File: src/rtl/obstacle_map_cell_classifier_macros.svh
// ----------------------------------------------------------------------------
// Obstacle map cell classifier assertion macros
// Shared concurrent assertion forms for the classifier RTL.
// ----------------------------------------------------------------------------
`ifndef OBSTACLE_MAP_CELL_CLASSIFIER_MACROS_SVH
`define OBSTACLE_MAP_CELL_CLASSIFIER_MACROS_SVH

`ifndef NO_ASSERTIONS
// Same-cycle implication, disabled during reset.
`define OMC_ASSERT_IMP(label, clk, rst, ante, cons) \
  label: assert property (@(posedge clk) disable iff (rst) (ante) |-> (cons)) \
    else $error("omc assertion failed");
// Next-cycle implication, disabled during reset.
`define OMC_ASSERT_NXT(label, clk, rst, ante, cons) \
  label: assert property (@(posedge clk) disable iff (rst) (ante) |=> (cons)) \
    else $error("omc assertion failed");
`else
`define OMC_ASSERT_IMP(label, clk, rst, ante, cons)
`define OMC_ASSERT_NXT(label, clk, rst, ante, cons)
`endif

`endif

File: src/rtl/omc_pkg.sv
// ----------------------------------------------------------------------------
// Obstacle map cell classifier package
// Types, codes and small helper functions shared by the classifier RTL.
// ----------------------------------------------------------------------------
package omc_pkg;

  localparam int COORD_W = 10;
  localparam int ENTRY_W = 4;
  localparam int CLASS_W = 3;
  localparam int CFG_IDX_W = 2;

  // Side of the start and target marker squares.
  localparam int MARK_SIDE = 20;

  // Opcodes of an input transaction.
  localparam logic OP_WRITE = 1'b0;
  localparam logic OP_QUERY = 1'b1;

  // Shape kinds.
  localparam logic KIND_RECT = 1'b0;
  localparam logic KIND_CIRCLE = 1'b1;

  // Result classes.
  localparam logic [CLASS_W-1:0] CLS_START = 3'd0;
  localparam logic [CLASS_W-1:0] CLS_TARGET = 3'd1;
  localparam logic [CLASS_W-1:0] CLS_BLOCKED = 3'd2;
  localparam logic [CLASS_W-1:0] CLS_FREE = 3'd3;
  localparam logic [CLASS_W-1:0] CLS_OUTSIDE = 3'd4;

  // Configuration register indexes.
  localparam logic [CFG_IDX_W-1:0] REG_START_X = 2'd0;
  localparam logic [CFG_IDX_W-1:0] REG_START_Y = 2'd1;
  localparam logic [CFG_IDX_W-1:0] REG_TARGET_X = 2'd2;
  localparam logic [CFG_IDX_W-1:0] REG_TARGET_Y = 2'd3;

  // Configuration reset values.
  localparam logic [COORD_W-1:0] START_X_RST = 10'd20;
  localparam logic [COORD_W-1:0] START_Y_RST = 10'd20;
  localparam logic [COORD_W-1:0] TARGET_X_RST = 10'd492;
  localparam logic [COORD_W-1:0] TARGET_Y_RST = 10'd492;

  typedef logic [COORD_W-1:0] coord_t;

  // One obstacle table entry as held in the memory.
  typedef struct packed {
    logic   kind;
    coord_t row;
    coord_t col;
    coord_t rad;
    coord_t srow;
    coord_t scol;
  } obst_entry_t;

  // Absolute difference of two coordinates.
  function automatic coord_t abs_diff(input coord_t a, input coord_t b);
    abs_diff = (a >= b) ? coord_t'(a - b) : coord_t'(b - a);
  endfunction

  // True when the point lies inside the marker square centred on (cr, cc).
  function automatic logic in_marker(input coord_t pr, input coord_t pc,
                                     input coord_t cr, input coord_t cc);
    logic [COORD_W:0] twice_r;
    logic [COORD_W:0] twice_c;
    twice_r = {abs_diff(pr, cr), 1'b0};
    twice_c = {abs_diff(pc, cc), 1'b0};
    in_marker = (twice_r < (COORD_W+1)'(MARK_SIDE)) &&
                (twice_c < (COORD_W+1)'(MARK_SIDE));
  endfunction

endpackage

File: src/rtl/omc_ram.sv
// ----------------------------------------------------------------------------
// Generic single-port-write RAM
// One write port and one read port with a registered read, no reset.
// ----------------------------------------------------------------------------
module omc_ram #(
  parameter int WIDTH = 8,
  parameter int DEPTH = 16,
  parameter int AW = (DEPTH > 1) ? $clog2(DEPTH) : 1
) (
  input  logic             clk,
  input  logic             wr_en,
  input  logic [AW-1:0]    wr_addr,
  input  logic [WIDTH-1:0] wr_data,
  input  logic             rd_en,
  input  logic [AW-1:0]    rd_addr,
  output logic [WIDTH-1:0] rd_data
);

  logic [WIDTH-1:0] mem [DEPTH];

  // Write port.
  always_ff @(posedge clk) begin
    if (wr_en) begin
      mem[wr_addr] <= wr_data;
    end
  end

  // Registered read port.
  always_ff @(posedge clk) begin
    if (rd_en) begin
      rd_data <= mem[rd_addr];
    end
  end

endmodule

File: src/rtl/obstacle_map_cell_classifier.sv
// A write is stored at its accepting edge and the next transaction may follow.
// An off-map or marker-square query goes straight to the finish state. Any other
// query reads the N table entries (N = NUM_OBST capped at 16) one per cycle,
// then drains the pipeline before finishing. The result is registered from the
// finish state once the output register is free, and the input reopens there.
// Reset: synchronous; entries read as empty via valid flags, markers (20,20), (492,492).
// ----------------------------------------------------------------------------
// Obstacle map cell classifier
// Holds a table of circle and rectangle obstacles and classifies grid points
// as start, target, blocked, free or outside the map.
// ----------------------------------------------------------------------------
`include "obstacle_map_cell_classifier_macros.svh"

module obstacle_map_cell_classifier #(
  parameter int NUM_OBST = 16,
  parameter int MAP_ROWS = 512,
  parameter int MAP_COLS = 512
) (
  input  logic                           clk,
  input  logic                           rst,
  // Configuration write port
  input  logic                           cfg_wr_en,
  input  logic [omc_pkg::CFG_IDX_W-1:0]  cfg_index,
  input  logic [omc_pkg::COORD_W-1:0]    cfg_wdata,
  // Input channel
  input  logic                           in_valid,
  output logic                           in_ready,
  input  logic                           opcode,
  input  logic [omc_pkg::ENTRY_W-1:0]    entry_index,
  input  logic                           shape_kind,
  input  logic [omc_pkg::COORD_W-1:0]    center_row,
  input  logic [omc_pkg::COORD_W-1:0]    center_col,
  input  logic [omc_pkg::COORD_W-1:0]    radius,
  input  logic [omc_pkg::COORD_W-1:0]    side_rows,
  input  logic [omc_pkg::COORD_W-1:0]    side_cols,
  input  logic [omc_pkg::COORD_W-1:0]    point_row,
  input  logic [omc_pkg::COORD_W-1:0]    point_col,
  // Output channel
  output logic                           out_valid,
  input  logic                           out_ready,
  output logic [omc_pkg::CLASS_W-1:0]    cell_class
);

  import omc_pkg::*;

  localparam int AW = (NUM_OBST > 1) ? $clog2(NUM_OBST) : 1;
  localparam int NUM_SCAN = (NUM_OBST < (1 << ENTRY_W)) ? NUM_OBST : (1 << ENTRY_W);
  localparam logic [AW-1:0] LAST_ADDR = AW'(NUM_SCAN - 1);
  localparam int ENT_W = $bits(obst_entry_t);
  localparam int SQ_W = 2 * COORD_W;

  typedef enum logic [1:0] {
    ST_IDLE,
    ST_SCAN,
    ST_DRAIN,
    ST_FINISH
  } state_t;

  state_t state;

  // Configuration registers.
  coord_t start_x;
  coord_t start_y;
  coord_t target_x;
  coord_t target_y;

  // Query context.
  coord_t             qry_row;
  coord_t             qry_col;
  logic               pend_scan;
  logic [CLASS_W-1:0] pend_class;
  logic               hit;

  // Table bookkeeping.
  logic [NUM_OBST-1:0] entry_valid;
  logic [AW-1:0]       scan_addr;

  // Scan pipeline.
  logic        v1, v2, v3;
  logic        ent_ok1;
  logic [ENT_W-1:0] rd_data;
  obst_entry_t ent1;
  coord_t      dr1, dc1;
  logic        rect1;
  logic        kind2, rect2;
  coord_t      dr2, dc2, rad2;
  logic        kind3, rect3;
  logic [SQ_W-1:0] sq_r3, sq_c3, rad_sq3;
  logic        cover3;

  // Handshake decode.
  logic in_acc;
  logic wr_ok;
  logic out_free;
  logic mem_wr;
  logic rd_en;
  obst_entry_t wr_entry;

  assign in_ready = (state == ST_IDLE);
  assign in_acc   = in_valid && in_ready;
  assign wr_ok    = ((ENTRY_W+5)'(entry_index) < (ENTRY_W+5)'(NUM_OBST));
  assign mem_wr   = in_acc && (opcode == OP_WRITE) && wr_ok;
  assign rd_en    = (state == ST_SCAN);
  assign out_free = !out_valid || out_ready;

  assign wr_entry = '{kind: shape_kind, row: center_row, col: center_col,
                      rad: radius, srow: side_rows, scol: side_cols};

  // Obstacle table memory.
  omc_ram #(
    .WIDTH (ENT_W),
    .DEPTH (NUM_OBST)
  ) u_table (
    .clk     (clk),
    .wr_en   (mem_wr),
    .wr_addr (AW'(entry_index)),
    .wr_data (wr_entry),
    .rd_en   (rd_en),
    .rd_addr (scan_addr),
    .rd_data (rd_data)
  );

  // Stage one: an entry never written reads as an empty rectangle.
  always_comb begin
    ent1  = ent_ok1 ? obst_entry_t'(rd_data) : '0;
    dr1   = abs_diff(qry_row, ent1.row);
    dc1   = abs_diff(qry_col, ent1.col);
    rect1 = ({dr1, 1'b0} < {1'b0, ent1.srow}) && ({dc1, 1'b0} < {1'b0, ent1.scol});
  end

  // Stage three: circle compare on the registered squares.
  assign cover3 = (kind3 == KIND_CIRCLE) ?
                  ((SQ_W+1)'(sq_r3) + (SQ_W+1)'(sq_c3) <= (SQ_W+1)'(rad_sq3)) :
                  rect3;

  // Scan pipeline data registers.
  always_ff @(posedge clk) begin
    kind2   <= ent1.kind;
    rect2   <= rect1;
    dr2     <= dr1;
    dc2     <= dc1;
    rad2    <= ent1.rad;
    kind3   <= kind2;
    rect3   <= rect2;
    sq_r3   <= SQ_W'(dr2) * SQ_W'(dr2);
    sq_c3   <= SQ_W'(dc2) * SQ_W'(dc2);
    rad_sq3 <= SQ_W'(rad2) * SQ_W'(rad2);
  end

  // Control state machine, configuration, table flags and output register.
  always_ff @(posedge clk) begin
    if (rst) begin
      state       <= ST_IDLE;
      start_x     <= START_X_RST;
      start_y     <= START_Y_RST;
      target_x    <= TARGET_X_RST;
      target_y    <= TARGET_Y_RST;
      entry_valid <= '0;
      scan_addr   <= '0;
      v1          <= 1'b0;
      v2          <= 1'b0;
      v3          <= 1'b0;
      ent_ok1     <= 1'b0;
      hit         <= 1'b0;
      pend_scan   <= 1'b0;
      pend_class  <= CLS_FREE;
      qry_row     <= '0;
      qry_col     <= '0;
      out_valid   <= 1'b0;
      cell_class  <= CLS_FREE;
    end else begin
      // Configuration writes.
      if (cfg_wr_en) begin
        case (cfg_index)
          REG_START_X:  start_x  <= cfg_wdata;
          REG_START_Y:  start_y  <= cfg_wdata;
          REG_TARGET_X: target_x <= cfg_wdata;
          REG_TARGET_Y: target_y <= cfg_wdata;
          default: ;
        endcase
      end

      // The output register fills from a finished query and empties when its
      // transaction is taken.
      if ((state == ST_FINISH) && out_free) begin
        out_valid <= 1'b1;
      end else if (out_ready) begin
        out_valid <= 1'b0;
      end

      // Pipeline valid flags.
      v1      <= rd_en;
      ent_ok1 <= entry_valid[scan_addr];
      v2      <= v1;
      v3      <= v2;
      if (v3 && cover3) begin
        hit <= 1'b1;
      end

      case (state)
        ST_IDLE: begin
          if (mem_wr) begin
            entry_valid[AW'(entry_index)] <= 1'b1;
          end
          if (in_acc && (opcode == OP_QUERY)) begin
            qry_row   <= point_row;
            qry_col   <= point_col;
            hit       <= 1'b0;
            scan_addr <= '0;
            pend_scan <= 1'b0;
            if (({1'b0, point_row} >= (COORD_W+1)'(MAP_ROWS)) ||
                ({1'b0, point_col} >= (COORD_W+1)'(MAP_COLS))) begin
              pend_class <= CLS_OUTSIDE;
              state      <= ST_FINISH;
            end else if (in_marker(point_row, point_col, target_x, target_y)) begin
              pend_class <= CLS_TARGET;
              state      <= ST_FINISH;
            end else if (in_marker(point_row, point_col, start_x, start_y)) begin
              pend_class <= CLS_START;
              state      <= ST_FINISH;
            end else begin
              pend_scan <= 1'b1;
              state     <= ST_SCAN;
            end
          end
        end
        ST_SCAN: begin
          // One table entry is read per cycle.
          if (scan_addr == LAST_ADDR) begin
            state <= ST_DRAIN;
          end else begin
            scan_addr <= scan_addr + 1'b1;
          end
        end
        ST_DRAIN: begin
          if (!v1 && !v2 && !v3) begin
            state <= ST_FINISH;
          end
        end
        ST_FINISH: begin
          if (out_free) begin
            cell_class <= pend_scan ? (hit ? CLS_BLOCKED : CLS_FREE) : pend_class;
            state      <= ST_IDLE;
          end
        end
        default: state <= ST_IDLE;
      endcase
    end
  end

  // No new transaction is taken while table reads are in flight.
  `OMC_ASSERT_IMP(a_busy_no_accept, clk, rst, (v1 || v2 || v3), !in_ready)
  // A finished result waits while the output register is still occupied.
  `OMC_ASSERT_NXT(a_finish_waits, clk, rst,
                  ((state == ST_FINISH) && out_valid && !out_ready), (state == ST_FINISH))
  // Results carry a defined class code.
  `OMC_ASSERT_IMP(a_class_range, clk, rst, out_valid, (cell_class <= CLS_OUTSIDE))
  // A write transaction never starts a table scan.
  `OMC_ASSERT_NXT(a_write_stays_idle, clk, rst,
                  (in_acc && (opcode == OP_WRITE)), (state == ST_IDLE))

endmodule

File: config.mk
export PLATFORM = sky130hd
export DESIGN_NAME = obstacle_map_cell_classifier
export DESIGN_NICKNAME = d
export VERILOG_FILES = /design/src/rtl/omc_pkg.sv /design/src/rtl/omc_ram.sv /design/src/rtl/obstacle_map_cell_classifier.sv
export VERILOG_INCLUDE_DIRS = /design/src /design/src/rtl
export SDC_FILE = /design/constraint.sdc
export NUM_CORES = 2
export LEC_CHECK = 0
export ABC_AREA = 1
export BUFFER_PORTS_ARGS = -buffer_cell sky130_fd_sc_hd__buf_4
export CAP_MARGIN = 15
export CORE_UTILIZATION = 30
export CTS_CLUSTER_DIAMETER = 100
export DETAILED_ROUTE_END_ITERATION = 7
export PLACE_DENSITY = 0.43
export REMOVE_ABC_BUFFERS = 1
export SLEW_MARGIN = 20
export SYNTH_ARGS = -nofsm -noshare
export SYNTH_HDL_FRONTEND = slang
export SYNTH_HIERARCHICAL = 1
export SYNTH_SLANG_ARGS = --single-unit
export TNS_END_PERCENT = 20
File: constraint.sdc
create_clock -name clk -period 6.6 [get_ports clk]
set_input_delay 0.66 -clock clk [delete_from_list [all_inputs] [get_ports clk]]
set_output_delay 0.66 -clock clk [all_outputs]
set_load 0.01 [all_outputs]
==> flow_summary.toml <==
[status]
status = "finished, final reports clean"

[power_and_ir_drop]
clockPowerShare_pct = 22.1
p_switching_mw = 12.9
seqPwrFrac_pct = 27.5
p_int_mw = 17.6
switching_share_pct = 42.3
leakage_nw = 30.0
power_frac_comb_pct = 50.4
ir_drop_v = 0.000832
p_per_area_nw_per_um2 = 468

[clocking]
clock_latency_ns = 0.76
ctsHoldBuffers = 0
cts_root_buffer = "clkbuf_16"
cts_max_level = 3
cts_made_buffers = 119
clkTransAtPathRegs_ns = 0.06
cts_num_sinks = 1053
clockBufferDepth = 3
cts-resized-gates = 0
post_cts_buffers = 0
cts_tree = "yes"

[final_layout]
seq_area_um2 = 29800
layout_commonest_cell = "nand2_1"
final_cell_mix = "nand2_1 (1774), inv_1 (1233), edfxtp_1 (867)"
drive_gt1_share_pct = 6.23
multi_input_area_um2 = 22300
post-route-util_pct = 34.1
syn_to_final_growth_pct = 12.7
n_fill_cell = 19600
finalNetCount = 6902

[setup_path]
rr_worst_depth = 20
critPathMaxStageDelay_ns = 0.56
r2r-start = "dr2[0]$_DFF_P_"
critical_path_class = "flop to flop"
startpoint = "dr2[0]$_DFF_P_"
r2r_setup_slack_ns = 1.20
cp.required_ns = 7.22
path_cells = "nand2_1, fa_1, fa_1, inv_1, fa_1, fa_1, inv_1, fa_1, inv_1, ha_1, nand2_1, nor2_1, nand2_1, o211ai_1, a31oi_1, o21ai_0, nand3_1, nor2_1, nor2_1, xor2_1"
rr_endpoint = "sq_r3[17]$_DFF_P_"
crit_path_end_kind = "flop"
worst_ep_arrival_time_ns = 6.02
path_max_fanout = 11
start_kind = "flop"
crit_path_top_delay_cell = "fa_1"
crit_top_cell = "fa_1"

[yosys]
syn-cell-area_um2 = 57700
synthSimpleGateAreaFrac_pct = 19.7
synthAdderAreaFrac_pct = 12.2
ys_ff_latch = 1053
synth_edf_count = 867
avgSynthCellArea_um2 = 9.13
netlist_instances = 6323
netlist.area_leader.share_pct = 45.1
synth-compound-area-share_pct = 4.37
yosys-mux-area-fraction_pct = 0.128
ys_top_cells_by_area = "edfxtp_1 (45%), nand2_1 (12%), inv_1 (8.0%)"
ys_warn_count = 6
ys.flop_type = "edfxtp_1"
ys_types = 60
yosysSeqAreaShare_pct = 51.6
synth_xor_area_share_pct = 2.00
async_flop_share_pct = 0
synth_top_cell_by_area = "edfxtp_1"
synth_top_family_by_area = "simple AND/OR/NAND/NOR gates"

[floorplan]
initial_utilization_pct = 30.3
rows = 160
io_pins = 98
core_area_um2 = 191000
die_area_um2 = 194000
die_x_um = 441
fp.dieH_um = 441

[routing]
firstDrtPassIters = 5
ant_nets = 0
vias = 40200
post-route-drc-count = 0
initialDrtViolationCount = 2306
avgViaCountPerCell = 4.49
wl_per_cell_um = 18.0
wirelength_mm = 161

[global_routing]
grtUsageTotal_pct = 16.6
grt_max_degree = 170
grt_pass1_wl_mm = 246
use_met3_pct = 2.30
grt_pass1_vias = 40100
grt-ovfl-total = 0
globalRouteMet1Util_pct = 22.1
antenna_found_initial = 18
met2_usage_pct = 28.3
grt_busiest_layer = "met2"

[timing]
relSlewSlack_pct = 29.6
worst_pin_slew_ns = 1.05
hold_slack_ns = 0.187
fmax_ghz = 0.185
finalCritPeriodShare_pct = 81.8
fin_crit_ns = 5.40
hold_violations = 0
drv_slew = 0
setup_violations = 0
fin_ws_ns = 1.20
rsz0062_at_grt = "false"
skew_ns = 0.0376

[min_path]
hold_class = "input pin to flop"
worstHoldStart = "cfg_wdata[7]"
hold_end = "target_x[7]$_SDFFE_PP1P_"
worstHoldPathCells = 3

[place]
hpwl_mm = 98.6
gp_congestion = 0.838
portBuffers = 97
pre_cts_slack_ns = 1.23

[flow_run]
max_cap_violations = 0
-- flip-flops by register name, summed over array words and instances (netlist names), 2 cells and up --
signal	flops
qry_row	10
start_x	10
target_x	10
pend_class	3
cell_class	3
rad_sq3	19
target_y	10
start_y	10
dr2	10
rad2	10
sq_r3	19
scan_addr	4
u_table/mem	816
sq_c3	19
qry_col	10
entry_valid	16
u_table/rd_data	51
state	2
dc2	10
-- synth_stat cells, types with 95 or more instances --
master       n
xor2_1      95
a21oi_1    224
inv_1     1235
clkbuf_1   111
buf_2      101
nand3_1    715
edfxtp_1   867
dfxtp_1    186
nand2_1   1774
fa_1       151
o21ai_0    112
nor2_1     143
ha_1       319
-- power groups by stage --
stage	sequential [mW]	combinational (mW)	clock, mW
floorplan	8.43	11.5	0
CTS	8.40	15.7	6.91
global route	8.44	17.9	7.16
finish	8.38	15.3	6.71
detailed placement	8.53	15.4	0
global placement	8.53	15.4	0
-- how the worst max path moves through the flow --
| stage | cells past startpoint | end | slack [ns] |
|---|---|---|---|
| 6_report | 20 | sq_r3[17]$_DFF_P_ | 1.20 |
| 5_1_grt | 20 | sq_r3[17]$_DFF_P_ | 0.76 |
| 4_1_cts | 20 | sq_r3[17]$_DFF_P_ | 1.17 |
| 3_5_place_dp | 20 | sq_r3[17]$_DFF_P_ | 1.23 |
| 3_3_place_gp | 20 | sq_r3[17]$_DFF_P_ | 1.18 |
| 2_1_floorplan | 7 | u_table/rd_data[13]$_DFFE_PP_ | -10.33 |
-- cell families (layout without fill, tap and decap cells) --
logic type                 Yosys count  in the layout
adders and majority gates          470            470
xor gates and xnor gates           132            132
other                                0              3
and+or+nand+nor                   2717           2717
DFF                               1053           1053
buffers and inverters             1493           1609
AOI/OAI and AO/OA                  451            451
muxes                                7              7
-- through the flow --
| stage | total power, mW | area [um^2] | TNS, ns | std cells |
|---|---|---|---|---|
| 2_1_floorplan | 20.0 | 56600 | -541.38 | 6073 |
| 3_3_place_gp | 24.0 | 61100 | 0 | 8729 |
| 3_5_place_dp | 24.0 | 61100 | 0 | 8729 |
| 4_1_cts | 31.0 | 65000 | 0 | 8950 |
| 5_1_grt | 33.5 | 65000 | 0 | 8951 |
| 6_report | 30.4 | 65000 | 0 | 8953 |
-- layer usage --
| metal | part of all wire (%) | wire length (um) |
|---|---|---|
| met1 | 46 | 74500 |
| met2 | 48 | 77100 |
| met3 | 3.9 | 6270 |
| met4 | 1.9 | 3130 |
| met5 | 0.025 | 41 |
-- layout make-up --
class	count	area share [%]
sequential	1053	45.8
antenna	3	0.0115
tap	2511	4.83
inverter	1243	7.22
clock buffer	143	4.78
multi-input combinational	3777	34.3
clock inverter	78	1.27
timing repair buffer	145	1.81
-- worst max-delay path: cells and delay by family, from the launching register on --
family / cells / cell delay (ns)
adders and majority gates: 6 / 3.04
and+or+nand+nor: 7 / 0.88
xor gates and xnor gates: 1 / 0.15
AOI/OAI and AO/OA: 3 / 0.50
DFF: 1 / 0.54
buffers and inverters: 3 / 0.16
Power figures use the tool's default switching activity.
